[src/hw/rtl/fpm_pkg.sv]
// ----------------------------------------------------------------------------
// fpm_pkg: shared types and constants for the binary32 multiplier
// Field widths, exponent bias, channel payloads and the per-stage record
// passed between cells.
// ----------------------------------------------------------------------------
`default_nettype none
package fpm_pkg;
  localparam int unsigned WordW = 32;
  localparam int unsigned ExpW = 8;
  localparam int unsigned FracW = 23;
  localparam int unsigned SigW = FracW + 1;
  localparam int unsigned ProdW = 2 * SigW;
  localparam int unsigned ExpSumW = ExpW + 2;
  localparam logic [ExpSumW-1:0] ExpBias = ExpSumW'(127);
  localparam logic [ExpSumW-1:0] ExpLimit = ExpSumW'(255);
  localparam logic [ExpW-1:0] ExpMax = '1;
  localparam int unsigned NumCells = 3;
  localparam int unsigned StageW = 2;

  typedef enum logic [StageW-1:0] {
    STEP_MUL  = 2'd0,
    STEP_NORM = 2'd1,
    STEP_PACK = 2'd2
  } step_t;

  typedef struct packed {
    logic [WordW-1:0] operand_a;
    logic [WordW-1:0] operand_b;
  } mul_req_t;

  typedef struct packed {
    logic [WordW-1:0] product;
    logic             overflow;
    logic             underflow;
  } mul_res_t;

  typedef struct packed {
    logic                 sign;
    logic                 zero;
    logic [ExpSumW-1:0]   exp_sum;
    logic [SigW-1:0]      sig_a;
    logic [SigW-1:0]      sig_b;
    logic [ProdW-1:0]     prod;
    logic [FracW-1:0]     frac;
    logic [WordW-1:0]     product;
    logic                 overflow;
    logic                 underflow;
  } fpm_data_t;
endpackage
`default_nettype wire

[src/hw/rtl/fpm_stream_if.sv]
// ----------------------------------------------------------------------------
// fpm_stream_if: valid/ready channel with a generic payload
// Source drives valid and payload, sink drives ready.
// ----------------------------------------------------------------------------
`default_nettype none
interface fpm_stream_if #(
  parameter type payload_t = logic
);
  logic     valid;
  logic     ready;
  payload_t payload;
  modport source (output valid, output payload, input ready);
  modport sink (input valid, input payload, output ready);
endinterface
`default_nettype wire

[src/hw/rtl/fpm_cell.sv]
// ----------------------------------------------------------------------------
// fpm_cell: one pipeline cell of the multiplier chain
// Holds one item; performs the step chosen by its position and hands on.
// ----------------------------------------------------------------------------
`default_nettype none
module fpm_cell #(
  parameter fpm_pkg::step_t Step = fpm_pkg::STEP_MUL
) (
  input  wire logic              clk,
  input  wire logic              rst,
  input  wire logic              en,
  input  wire logic              in_valid,
  input  fpm_pkg::fpm_data_t     in_data,
  output logic                   out_valid,
  output fpm_pkg::fpm_data_t     out_data
);
  fpm_pkg::fpm_data_t work;
  logic [fpm_pkg::ExpSumW-1:0] exp_adj;

  always_comb begin
    work = in_data;
    exp_adj = in_data.exp_sum;
    unique case (Step)
      fpm_pkg::STEP_MUL: begin
        work.prod = in_data.sig_a * in_data.sig_b;
      end
      fpm_pkg::STEP_NORM: begin
        if (in_data.prod[fpm_pkg::ProdW-1]) begin
          work.frac = in_data.prod[fpm_pkg::ProdW-2 -: fpm_pkg::FracW];
          exp_adj = in_data.exp_sum + fpm_pkg::ExpSumW'(1);
        end else begin
          work.frac = in_data.prod[fpm_pkg::ProdW-3 -: fpm_pkg::FracW];
        end
        work.exp_sum = exp_adj - fpm_pkg::ExpBias;
      end
      default: begin
        work.overflow = 1'b0;
        work.underflow = 1'b0;
        work.product = {in_data.sign, {(fpm_pkg::WordW-1){1'b0}}};
        if (!in_data.zero) begin
          // exp_sum is signed here after bias removal
          if (in_data.exp_sum[fpm_pkg::ExpSumW-1] || in_data.exp_sum == '0) begin
            work.underflow = 1'b1;
          end else if (in_data.exp_sum >= fpm_pkg::ExpLimit) begin
            work.overflow = 1'b1;
            work.product = {in_data.sign, fpm_pkg::ExpMax, {fpm_pkg::FracW{1'b0}}};
          end else begin
            work.product = {in_data.sign, in_data.exp_sum[fpm_pkg::ExpW-1:0], in_data.frac};
          end
        end
      end
    endcase
  end

  always_ff @(posedge clk) begin
    if (rst) begin
      out_valid <= 1'b0;
    end else if (en) begin
      out_valid <= in_valid;
    end
  end

  always_ff @(posedge clk) begin
    if (en) begin
      out_data <= work;
    end
  end
endmodule
`default_nettype wire

[src/hw/rtl/float32_multiplier.sv]
// ----------------------------------------------------------------------------
// float32_multiplier: IEEE-754 binary32 multiplier, truncating
// Three-cell pipeline: significand multiply, normalize, pack and range check.
// ----------------------------------------------------------------------------
//  channel | dir | payload
//  in      | in  | operand_a[31:0], operand_b[31:0]
//  out     | out | product[31:0], overflow, underflow
//
// One transfer per cycle sustained while results are taken; each item passes
// through the three cell registers. The multiply cell forms one 24x24 product per cycle while the chain advances.
// The chain advances when the last cell is empty or its result is taken.
// Reset clears the valid bits of all cells.
`default_nettype none
module float32_multiplier (
  input wire logic clk,
  input wire logic rst,
  fpm_stream_if.sink   in,
  fpm_stream_if.source out
);
  localparam int unsigned NumCells = fpm_pkg::NumCells;

  fpm_pkg::fpm_data_t cell_data [NumCells+1];
  logic               cell_valid [NumCells+1];
  logic               advance;

  assign advance = !cell_valid[NumCells] || out.ready;
  assign in.ready = advance;

  always_comb begin
    cell_data[0] = '0;
    cell_data[0].sign = in.payload.operand_a[31] ^ in.payload.operand_b[31];
    cell_data[0].zero = (in.payload.operand_a[30:23] == '0)
                      || (in.payload.operand_b[30:23] == '0);
    cell_data[0].exp_sum = fpm_pkg::ExpSumW'(in.payload.operand_a[30:23])
                         + fpm_pkg::ExpSumW'(in.payload.operand_b[30:23]);
    cell_data[0].sig_a = {1'b1, in.payload.operand_a[22:0]};
    cell_data[0].sig_b = {1'b1, in.payload.operand_b[22:0]};
  end
  assign cell_valid[0] = in.valid;

  for (genvar i = 0; i < NumCells; i++) begin : g_cell
    localparam fpm_pkg::step_t CellStep =
      (i == 0) ? fpm_pkg::STEP_MUL : (i == 1) ? fpm_pkg::STEP_NORM : fpm_pkg::STEP_PACK;
    fpm_cell #(.Step(CellStep)) u_cell (
      .clk      (clk),
      .rst      (rst),
      .en       (advance),
      .in_valid (cell_valid[i]),
      .in_data  (cell_data[i]),
      .out_valid(cell_valid[i+1]),
      .out_data (cell_data[i+1])
    );
  end

  assign out.valid = cell_valid[NumCells];
  assign out.payload.product = cell_data[NumCells].product;
  assign out.payload.overflow = cell_data[NumCells].overflow;
  assign out.payload.underflow = cell_data[NumCells].underflow;
endmodule
`default_nettype wire

[src/flat_wrapper.sv]
// flat-port wrapper written by rule: the top's interface ports become plain ports
module float32_multiplier_flat 
  (clk, rst, in_valid, in_payload, in_ready, out_valid, out_payload, out_ready);
  fpm_stream_if #(.payload_t(fpm_pkg::mul_req_t)) in_i ();
  fpm_stream_if #(.payload_t(fpm_pkg::mul_res_t)) out_i ();
  input wire logic clk;
  input wire logic rst;
  input wire logic [$bits(in_i.valid)-1:0] in_valid;
  input wire logic [$bits(in_i.payload)-1:0] in_payload;
  output wire logic [$bits(in_i.ready)-1:0] in_ready;
  output wire logic [$bits(out_i.valid)-1:0] out_valid;
  output wire logic [$bits(out_i.payload)-1:0] out_payload;
  input wire logic [$bits(out_i.ready)-1:0] out_ready;
  assign in_i.valid = in_valid;
  assign in_i.payload = in_payload;
  assign in_ready = in_i.ready;
  assign out_valid = out_i.valid;
  assign out_payload = out_i.payload;
  assign out_i.ready = out_ready;
  float32_multiplier u_core (.clk(clk), .rst(rst), .in(in_i), .out(out_i));
endmodule
[config.mk]
export PLATFORM = sky130hd
export DESIGN_NAME = float32_multiplier_flat
export DESIGN_NICKNAME = d
export VERILOG_FILES = /design/src/hw/rtl/fpm_pkg.sv /design/src/hw/rtl/fpm_stream_if.sv /design/src/hw/rtl/fpm_cell.sv /design/src/hw/rtl/float32_multiplier.sv /design/src/flat_wrapper.sv
export SDC_FILE = /design/constraint.sdc
export NUM_CORES = 1
export LEC_CHECK = 0
export BUFFER_PORTS_ARGS = -buffer_cell sky130_fd_sc_hd__clkbuf_2
export CORE_MARGIN = 2
export CORE_UTILIZATION = 49
export CTS_CLUSTER_DIAMETER = 200
export CTS_CLUSTER_SIZE = 16
export DETAILED_ROUTE_END_ITERATION = 7
export PLACE_DENSITY = 0.74
export SLEW_MARGIN = 20
export SYNTH_ARGS = -nofsm -noshare
export SYNTH_HDL_FRONTEND = slang
export SYNTH_HIERARCHICAL = 1
export SYNTH_SLANG_ARGS = --single-unit
[constraint.sdc]
create_clock -name clk -period 27.7 [get_ports clk]
set_input_delay 1.385 -clock clk [delete_from_list [all_inputs] [get_ports clk]]
set_output_delay 1.385 -clock clk [all_outputs]
set_load 0.01 [all_outputs]
==> metrics.md, run 1 <==
| Metric | Value |
|---|---|
| Post-place setup slack | 19.15 ns |
| Peak Freq | between 0.1 and 0.15 GHz |
| Final net count | around 3200 |
| H-tree depth | 3 |
| Tmin final | a little over 8 ns |
| DP Wirelength | 44900 um |
| Share of cells above drive strength 1 | 6.88% |
| PostCTS Resize Cnt | 0 |
| Clk_skew | between 0.004 and 0.005 ns |
| Largest net degree at the start of global routing | 104 |
| Final hold violation count | 0 |
| Row cnt | 80 |
| Critical Path End Type | register |
| Final setup vio count | 0 |
| Die height | between 200 and 250 um |
| Fin crit share | 30.0% |
| CTS Buf Count | 9 |
| Cell Area, Placed | 24500 sq um |
| Area grow syn2layout | 4.94% |
| TNS Setup | 0 ns |
| Initial DRC Count | between 1000 and 1500 |
| Startpoint Class | input pin |
| Initial antenna violation count | 3 |
| Longest Clk Path Bufs | 2 |
| Register area | around 3200 sq um |
| Req. time, crit path | 27.78 ns |
| Boundary Pins | 104 |
| Crit Path Max Fanout | 24 |
| Vias in the first global route | 18400 |
| Post-cts hold buffer count | 0 |
| Met2 Wirelength | approximately 27000 um |
| Syn_area_per_cell | 9.67 sq um |
| DP Cell Count | approximately 3100 |
| Max cap viols | 0 |
| Top Layer Used | met5 |
| Cell area after layout | 24800 sq um |
| Critical path class | input pin to register |
| Vias | 16700 |
| WL final | 58900 um |
| Vias/cell | 5.43 |
| Die width | 224 um |
| Die area | 50000 sq um |
| Final ANT Viol Nets | 0 |
| Min-delay worst type | register to register |
| GRT Total Usage | 24.4% |
| Mapped Area | ~24000 sq um |
| Fin worst setup slack | around 19 ns |
| Wl on met1 | 25000 um |
| Setup repair bufs after CTS | 0 |
| CTS tree | built |
| Non-Filler Instances | between 3000 and 4000 |
| Fillers | between 4000 and 5000 |
| Area occupied by multi-input gates | 17800 sq um |
| Core area | 47600 sq um |
| GRT overflow | 0 |
| Met3 wire length | 5180 um |
| IO buf count | roughly 100 |
| Remaining DRCs | 0 |
| RSZ-0062 raised after global routing | no |
| Routed len/inst | 19.2 um |
| Worst Max-Slew Pin Slew | 0.974 ns |
| Drt pass-1 iters | 5 |
| Status | complete, no violations |
| CTS clk-pin slew, worst paths | 0.07 ns |
| CTS root buf | clkbuf_16 |
| Initial Utilization | ~50% |
| Critical Path AT | 8.39 ns |
| Clock Sinks | 109 |
| Clk_lat worst skew | 0.34 ns |
| Mapped Cells | 2445 |
| Relative slew margins | 35.1% |
| Slew Limit Fails | 0 |
| Yosys Warn Count | 6 |
| Final GP Congestion | 0.939 |
| First-pass GRT wire length | between 90000 and 100000 um |
metal layers:
layer	GRT usage, %	vias to the layer above
li1	-	7346
met3	5.12	123
met1	33.0	8426
met5	0	-
met4	6.30	2
met2	40.1	773
sequential cells by signal, summed over array words and instances (netlist names):
name and cells:
u_core/g_cell.u_cell/out_data 106, u_core/g_cell.u_cell/out_valid 3
cell type report:
| class | instances | share of cell area, % |
|---|---|---|
| clock buffer | 11 | 1.02 |
| clock inverter | 5 | 0.333 |
| antenna | 2 | 0.0202 |
| multi-input combinational | 1664 | 71.8 |
| sequential | 109 | 13.1 |
| tap | 615 | 3.10 |
| inverter | 561 | 8.49 |
| timing repair buffer | 105 | 2.18 |
through the flow:
stage / util [%] / hold slack [ns]
3_5_place_dp: 51.3 / 0.410
5_1_grt: 52.1 / 0.447
3_3_place_gp: 51.3 / 0.406
2_1_floorplan: - / 0.400
6_report: 52.1 / 0.426
4_1_cts: 52.0 / 0.422
path summary, 6_finish.rpt:
check / slack, ns / depth (start not counted) / to / from
min reg2reg: 0.43 / 0 / u_core/g_cell[1].u_cell/out_data[163]$_DFFE_PP_ / u_core/g_cell[0].u_cell/out_data[163]$_DFFE_PP_
max reg2reg: 25.25 / 5 / u_core/g_cell[1].u_cell/out_data[161]$_DFFE_PP_ / u_core/g_cell[0].u_cell/out_data[104]$_DFFE_PP_
min: 0.43 / 0 / u_core/g_cell[1].u_cell/out_data[163]$_DFFE_PP_ / u_core/g_cell[0].u_cell/out_data[163]$_DFFE_PP_
max: 19.39 / 23 / u_core/g_cell[0].u_cell/out_data[102]$_DFFE_PP_ / in_payload[47]
placed cells by master, fill, tap and decap left out, types with 14 or more instances in the layout:
master / n
xnor2_1: 27
clkbuf_2: 103
o21a_1: 14
nand2_1: 305
o21ai_0: 16
xor2_1: 22
and2_1: 310
mux2_2: 24
nand3_1: 14
a21o_1: 21
inv_1: 560
fa_1: 483
nor2_1: 30
edfxtp_1: 106
a21oi_1: 42
ha_1: 184
and3_1: 29
worst max-delay path, stage by stage:
cell and delay, ns:
clkbuf_2 0.56, nand2_1 0.17, fa_1 0.57, inv_1 0.05
fa_1 0.53, inv_1 0.08, fa_1 0.50, fa_1 0.52
inv_1 0.05, fa_1 0.54, fa_1 0.50, inv_1 0.05
fa_1 0.47, inv_1 0.04, ha_1 0.33, a211o_1 0.29
a21oi_2 0.13, o21ai_1 0.08, a221o_1 0.34, a41o_1 0.28
a311oi_1 0.56, o31ai_1 0.19, xor2_1 0.17
Power of run 1 is left out: the tool's default activity adds up to more than one toggle a clock period on the data nets, which glitch-free logic cannot reach.
==> run 2: changes to the inputs <==
--- a/config.mk
+++ b/config.mk
@@ -5,13 +5,14 @@
 export SDC_FILE = /design/constraint.sdc
 export NUM_CORES = 1
 export LEC_CHECK = 0
+export ABC_AREA = 1
 export BUFFER_PORTS_ARGS = -buffer_cell sky130_fd_sc_hd__clkbuf_2
 export CORE_MARGIN = 2
 export CORE_UTILIZATION = 49
 export CTS_CLUSTER_DIAMETER = 200
 export CTS_CLUSTER_SIZE = 16
 export DETAILED_ROUTE_END_ITERATION = 7
-export PLACE_DENSITY = 0.74
+export PLACE_DENSITY = 0.77
 export SLEW_MARGIN = 20
 export SYNTH_ARGS = -nofsm -noshare
 export SYNTH_HDL_FRONTEND = slang
==> constraint.sdc (replaced) <==
create_clock -name clk -period 6.8 [get_ports clk]
set_input_delay 0.34 -clock clk [delete_from_list [all_inputs] [get_ports clk]]
set_output_delay 0.34 -clock clk [all_outputs]
set_load 0.01 [all_outputs]
==> run 2 against run 1 <==
  * Non-clock buffer count rose by 40
  * Synthesized area is 6.5% higher
  * Clock skew is 0.0085 ns higher
  * Routed wire length grew 6.7%
  * Flip-flop and latch count unchanged
  * Critical path depth rose by 1
  * Largest cell class unchanged
  * Highest routed layer is now met4
==> metrics.md, run 2 <==
| Metric | Value |
|---|---|
| Drt pass-1 iters | 6 |
| Die width | about 230 um |
| Vias in the first global route | 20900 |
| Post-cts hold buffer count | 0 |
| Critical Path AT | 6.27 ns |
| HP Start | rst |
| DP Wirelength | 50700 um |
| WL final | 62900 um |
| Cell family with most CP delay | adder cells |
| Req. time, crit path | 6.90 ns |
| Most used cell, CP | fa_1 |
| Worst Max-Slew Pin Slew | 0.825 ns |
| Cell area after layout | 26900 sq um |
| R2r startpoint | u_core/g_cell[0].u_cell/out_data[104]$_DFFE_PP_ |
| Critical path class | input pin to register |
| Final net count | 4061 |
| Commonest non-fill, non-tap cell in the layout | inv_1 |
| Setup repair bufs after CTS | 0 |
| Yosys Warn Count | 6 |
| Longest Clk Path Bufs | 2 |
| CTS root buf | clkbuf_16 |
| Slew Limit Fails | 0 |
| Peak Freq | between 0.15 and 0.2 GHz |
| CP startpoint | in_payload[51] |
| Mapped Cells | 3262 |
| Routed len/inst | 15.7 um |
| Crit Path Max Fanout | 24 |
| Remaining DRCs | 0 |
| Regs by FF count | u_core/g_cell.u_cell/out_data: 106 flops, u_core/g_cell.u_cell/out_valid: 3 flops |
| CTS Buf Count | 9 |
| Largest register FFs | 106 |
| Buffers plus inverters on the worst setup path | 6 |
| GRT overflow | 0 |
| TNS Setup | 0 ns |
| Clk_skew | 0.0133 ns |
| Vias | 19600 |
| Initial antenna violation count | 2 |
| Most frequent cells in the layout | 1067 x inv_1, 964 x nand2_1, 483 x fa_1, 184 x ha_1, 123 x nor2_1 |
| IO buf count | slightly above 100 |
| Initial DRC Count | between 1500 and 2000 |
| Vias/cell | 4.88 |
| Final ANT Viol Nets | 0 |
| GRT Total Usage | roughly 25% |
| Final GP Congestion | 0.912 |
| Relative slew margins | 45.0% |
| Fin crit share | around nine tenths |
| Clk_lat worst skew | around 0.35 ns |
| Critical Path End Type | register |
| Biggest register | u_core/g_cell.u_cell/out_data |
| Syn_area_per_cell | about 7.7 sq um |
| Startpoint Class | input pin |
| Row cnt | 83 |
| Final hold violation count | 0 |
| Cell Area, Placed | approximately 27000 sq um |
| Initial Utilization | 49.3% |
| Tmin final | 6.17 ns |
| Post-place setup slack | 0.295 ns |
| Max cap viols | 0 |
| Fin worst setup slack | 0.628 ns |
| Die area | roughly 53000 sq um |
| PostCTS Resize Cnt | 0 |
| Share of cells above drive strength 1 | 7.15% |
| Final setup vio count | 0 |
| CTS tree | built |
| Die height | 231 um |
| Worst-path cell chain | clkbuf_2 > nand2_1 > fa_1 > inv_1 > fa_1 > inv_1 > fa_1 > fa_1 > inv_1 > fa_1 > fa_1 > inv_1 > fa_1 > inv_1 > ha_1 > nand2_1 > nor2_1 > nand2_1 > nor2_1 > nand2_1 > nand3_2 > nand2_1 > nand3_1 > nand2_1 |
| Worst path slowest cell | fa_1 |
| First-pass GRT wire length | ~100000 um |
| CTS clk-pin slew, worst paths | 0.07 ns |
| Core area | 51100 sq um |
| RSZ-0062 raised after global routing | no |
| H-tree depth | 3 |
| Min-delay worst type | input pin to register |
| Largest net degree at the start of global routing | 61 |
| Status | complete, no violations |
| Boundary Pins | 104 |
| Largest stage delay, worst path | a little under 0.6 ns |
| Area grow syn2layout | 6.61% |
| Mapped Area | 25200 sq um |
| Clock Sinks | between 100 and 150 |
==> run 2: cell type report <==
class	count	area, sq um
fill	4802	24200
multi-input combinational	1990	17600
inverter	1071	4020
sequential	109	3240
timing repair buffer	145	856
tap	680	851
clock buffer	10	229
clock inverter	6	81.3
antenna	2	5.00
==> run 2: metal layers <==
layer / global-route usage, % / wire length, um
met5: 0 / 0
met1: 31.8 / 24800
met2: 42.8 / 30000
met4: 9.27 / 2510
met3: 4.27 / 5560
==> run 2: worst register-to-register path: cells and delay by family (launching register included) <==
kind,cells,cell delay (ns)
xor+xnor,1,0.36
flops,1,0.32
buf+inv,1,0.38
compound gates,1,0.24
simple gates,4,0.37
fa+ha+maj,1,0.25
==> run 2: per-stage QoR <==
stage                     util (%)  hold slack, ns  cells
final                         52.6           0.189   4013
after global routing          52.5           0.192   4011
after CTS                     52.5           0.178   4011
after detailed placement      51.9           0.405   3995
after global placement        51.9           0.401   3995
after floorplan                  -           0.400   3273
==> run 2: path summary, 6_finish.rpt <==
path / slack [ns] / to / cells past startpoint
worst max-delay path: 0.63 / u_core/g_cell[0].u_cell/out_data[91]$_DFFE_PP_ / 24
worst min-delay path: 0.19 / u_core/g_cell[1].u_cell/out_valid$_SDFFE_PP0P_ / 2
worst max register to register: 4.65 / u_core/g_cell[1].u_cell/out_data[161]$_DFFE_PP_ / 8
worst min register to register: 0.43 / u_core/g_cell[2].u_cell/out_data[33]$_DFFE_PP_ / 0
Power of run 2 is left out for the same reason.
==> run 3: changes to the inputs <==
--- a/config.mk
+++ b/config.mk
@@ -7,12 +7,14 @@
 export LEC_CHECK = 0
 export ABC_AREA = 1
 export BUFFER_PORTS_ARGS = -buffer_cell sky130_fd_sc_hd__clkbuf_2
+export CAP_MARGIN = 10
+export CORE_ASPECT_RATIO = 0.8
 export CORE_MARGIN = 2
 export CORE_UTILIZATION = 49
 export CTS_CLUSTER_DIAMETER = 200
 export CTS_CLUSTER_SIZE = 16
 export DETAILED_ROUTE_END_ITERATION = 7
-export PLACE_DENSITY = 0.77
+export PLACE_DENSITY = 0.74
 export SLEW_MARGIN = 20
 export SYNTH_ARGS = -nofsm -noshare
 export SYNTH_HDL_FRONTEND = slang
==> constraint.sdc (replaced) <==
create_clock -name clk -period 7.34 [get_ports clk]
set_input_delay 0.367 -clock clk [delete_from_list [all_inputs] [get_ports clk]]
set_output_delay 0.367 -clock clk [all_outputs]
set_load 0.01 [all_outputs]
==> run 3 against run 2 <==
  * First-iteration DRC count fell by 6.8%
  * Register-to-register slack improved by 0.62 ns
  * Routed wire length down 0.43%
  * Die area barely moved
==> metrics.md, run 3 (synthesis gave the netlist of run 2 again) <==
| Metric | Value |
|---|---|
| Area occupied by multi-input gates | 17600 sq um |
| R2R Path End | u_core/g_cell[1].u_cell/out_data[161]$_DFFE_PP_ |
| Diodes inserted | 0 |
| Largest net degree at the start of global routing | 57 |
| Largest stage delay, worst path | 0.67 ns |
| Clk_lat worst skew | around 0.35 ns |
| Cell family with most CP delay | adder cells |
| Most frequent cells in the layout | 1067 x inv_1, 964 x nand2_1, 483 x fa_1, 184 x ha_1, 123 x nor2_1 |
| CTS tree | built |
| IO buf count | 103 |
| Worst path slowest cell | clkbuf_2 |
| Met2 usage | 38.1% |
| Clock Sinks | roughly 110 |
| GRT Total Usage | 24.4% |
| Peak Freq | 0.155 GHz |
| Buffers plus inverters on the worst setup path | 4 |
| Vias/cell | 4.87 |
| R2R Setup Slk | around 5.3 ns |
| HP Start | rst |
| Share of cells above drive strength 1 | under 10% |
| Final ANT Viol Nets | 0 |
| Largest register FFs | 106 |
| Final net count | around 4000 |
| GR peak layer | met2 |
| Row cnt | 74 |
| Fillers | 4797 |
| Vias in the first global route | 20000 |
| Initial antenna violation count | 0 |
| Core area | 50900 sq um |
| Final setup vio count | 0 |
| Final GP Congestion | 0.948 |
| Startpoint Class | input pin |
| PostCTS Resize Cnt | 0 |
| First-pass GRT wire length | 102000 um |
| Post-cts hold buffer count | 0 |
| DP Wirelength | around 51000 um |
| Clk_skew | 0.0115 ns |
| CTS clk-pin slew, worst paths | 0.08 ns |
| CTS Buf Count | 9 |
| RSZ-0062 raised after global routing | no |
| GR Util met1 | around a third |
| GRT overflow | 0 |
| Die area | 53200 sq um |
| Die height | 207 um |
| Worst Hold Path EP | u_core/g_cell[0].u_cell/out_valid$_SDFFE_PP0P_ |
| Crit Path Max Fanout | 24 |
| Status | complete, no violations |
| Biggest register | u_core/g_cell.u_cell/out_data |
| Regs by FF count | u_core/g_cell.u_cell/out_data: 106 flops, u_core/g_cell.u_cell/out_valid: 3 flops |
| Tmin final | 6.46 ns |
| Met3 usage | 6.90% |
| Initial DRC Count | 1481 |
| H-tree depth | 3 |
| Worst-path cell chain | clkbuf_2 > nand2_1 > fa_1 > fa_1 > inv_1 > fa_1 > fa_1 > fa_1 > fa_1 > inv_1 > fa_1 > inv_1 > ha_1 > nand2_1 > nor2_1 > nand2_1 > nor2_1 > nand2_1 > nand3_2 > nand2_1 > nand3_1 > nand2_1 |
| Req. time, crit path | about 7.5 ns |
| Commonest non-fill, non-tap cell in the layout | inv_1 |
| Slew Limit Fails | 0 |
| Area grow syn2layout | 5.56% |
| Max cap viols | 0 |
| Remaining DRCs | 0 |
| Min-delay worst type | input pin to register |
| Worst Hold Depth | 2 |
| Most used cell, CP | fa_1 |
| R2r startpoint | u_core/g_cell[0].u_cell/out_data[104]$_DFFE_PP_ |
| Setup repair bufs after CTS | 0 |
| TNS Setup | 0 ns |
| Final hold violation count | 0 |
| Longest Clk Path Bufs | 2 |
| WL final | between 60000 and 70000 um |
| Boundary Pins | 104 |
| Critical Path End Type | register |
| Critical Path AT | 6.56 ns |
| Die width | 257 um |
| R2R depth | 8 |
| Worst Max-Slew Pin Slew | approximately 0.9 ns |
| Fin crit share | 88.0% |
| Routed len/inst | ~16 um |
| CTS root buf | clkbuf_16 |
| Critical path class | input pin to register |
| Vias | 19400 |
| Register area | around 3200 sq um |
| Drt pass-1 iters | 5 |
| Relative slew margins | 39.8% |
| Initial Utilization | 49.5% |
==> run 3: cell count changes in the layout (fill, tap and decap cells not counted) <==
| cell | delta |
|---|---|
| buf_12 | -2 |
| clkinv_4 | -2 |
| buf_4 | -26 |
| inv_6 | +2 |
| bufinv_16 | -1 |
| clkinv_8 | -1 |
| clkinv_2 | +1 |
| inv_8 | +1 |
| diode_2 | -2 |
==> run 3: area by class of cell <==
| type | instances | area share [%] |
|---|---|---|
| Multi-Input combinational cell | 1990 | 66.1 |
| Inverter | 1071 | 15.1 |
| Sequential cell | 109 | 12.2 |
| Tap cell | 684 | 3.22 |
| Timing Repair Buffer | 117 | 2.33 |
| Clock buffer | 10 | 0.861 |
| Clock inverter | 6 | 0.193 |
==> run 3: worst max-delay path by stage <==
stage                         from  depth (start not counted)  slack (ns)                                             end
floorplan            in_payload[3]                         26        1.57  u_core/g_cell[0].u_cell/out_data[96]$_DFFE_PP_
global placement     in_payload[9]                         22        0.71  u_core/g_cell[0].u_cell/out_data[86]$_DFFE_PP_
detailed placement  in_payload[45]                         26        0.67  u_core/g_cell[0].u_cell/out_data[96]$_DFFE_PP_
CTS                 in_payload[45]                         26        1.06  u_core/g_cell[0].u_cell/out_data[96]$_DFFE_PP_
global route        in_payload[48]                         22        0.62  u_core/g_cell[0].u_cell/out_data[86]$_DFFE_PP_
finish              in_payload[43]                         22        0.88  u_core/g_cell[0].u_cell/out_data[89]$_DFFE_PP_
==> run 3: metrics by stage <==
stage,hold WS [ns],area [sq um],utilization (%),worst slack (ns),std cells
3_3_place_gp,0.403,26300,51.7,0.713,3971
6_report,0.210,26600,52.2,0.882,3987
4_1_cts,0.198,26600,52.2,1.06,3987
2_1_floorplan,0.400,25200,-,1.57,3273
3_5_place_dp,0.405,26300,51.7,0.673,3971
5_1_grt,0.208,26600,52.2,0.623,3987
==> run 3: metal layers <==
metal,part of all wire (%),routed length [um]
met5,0,0
met4,2.0,1240
met2,44,27300
met3,11,6780
met1,44,27400
Power of run 3 is left out for the same reason.
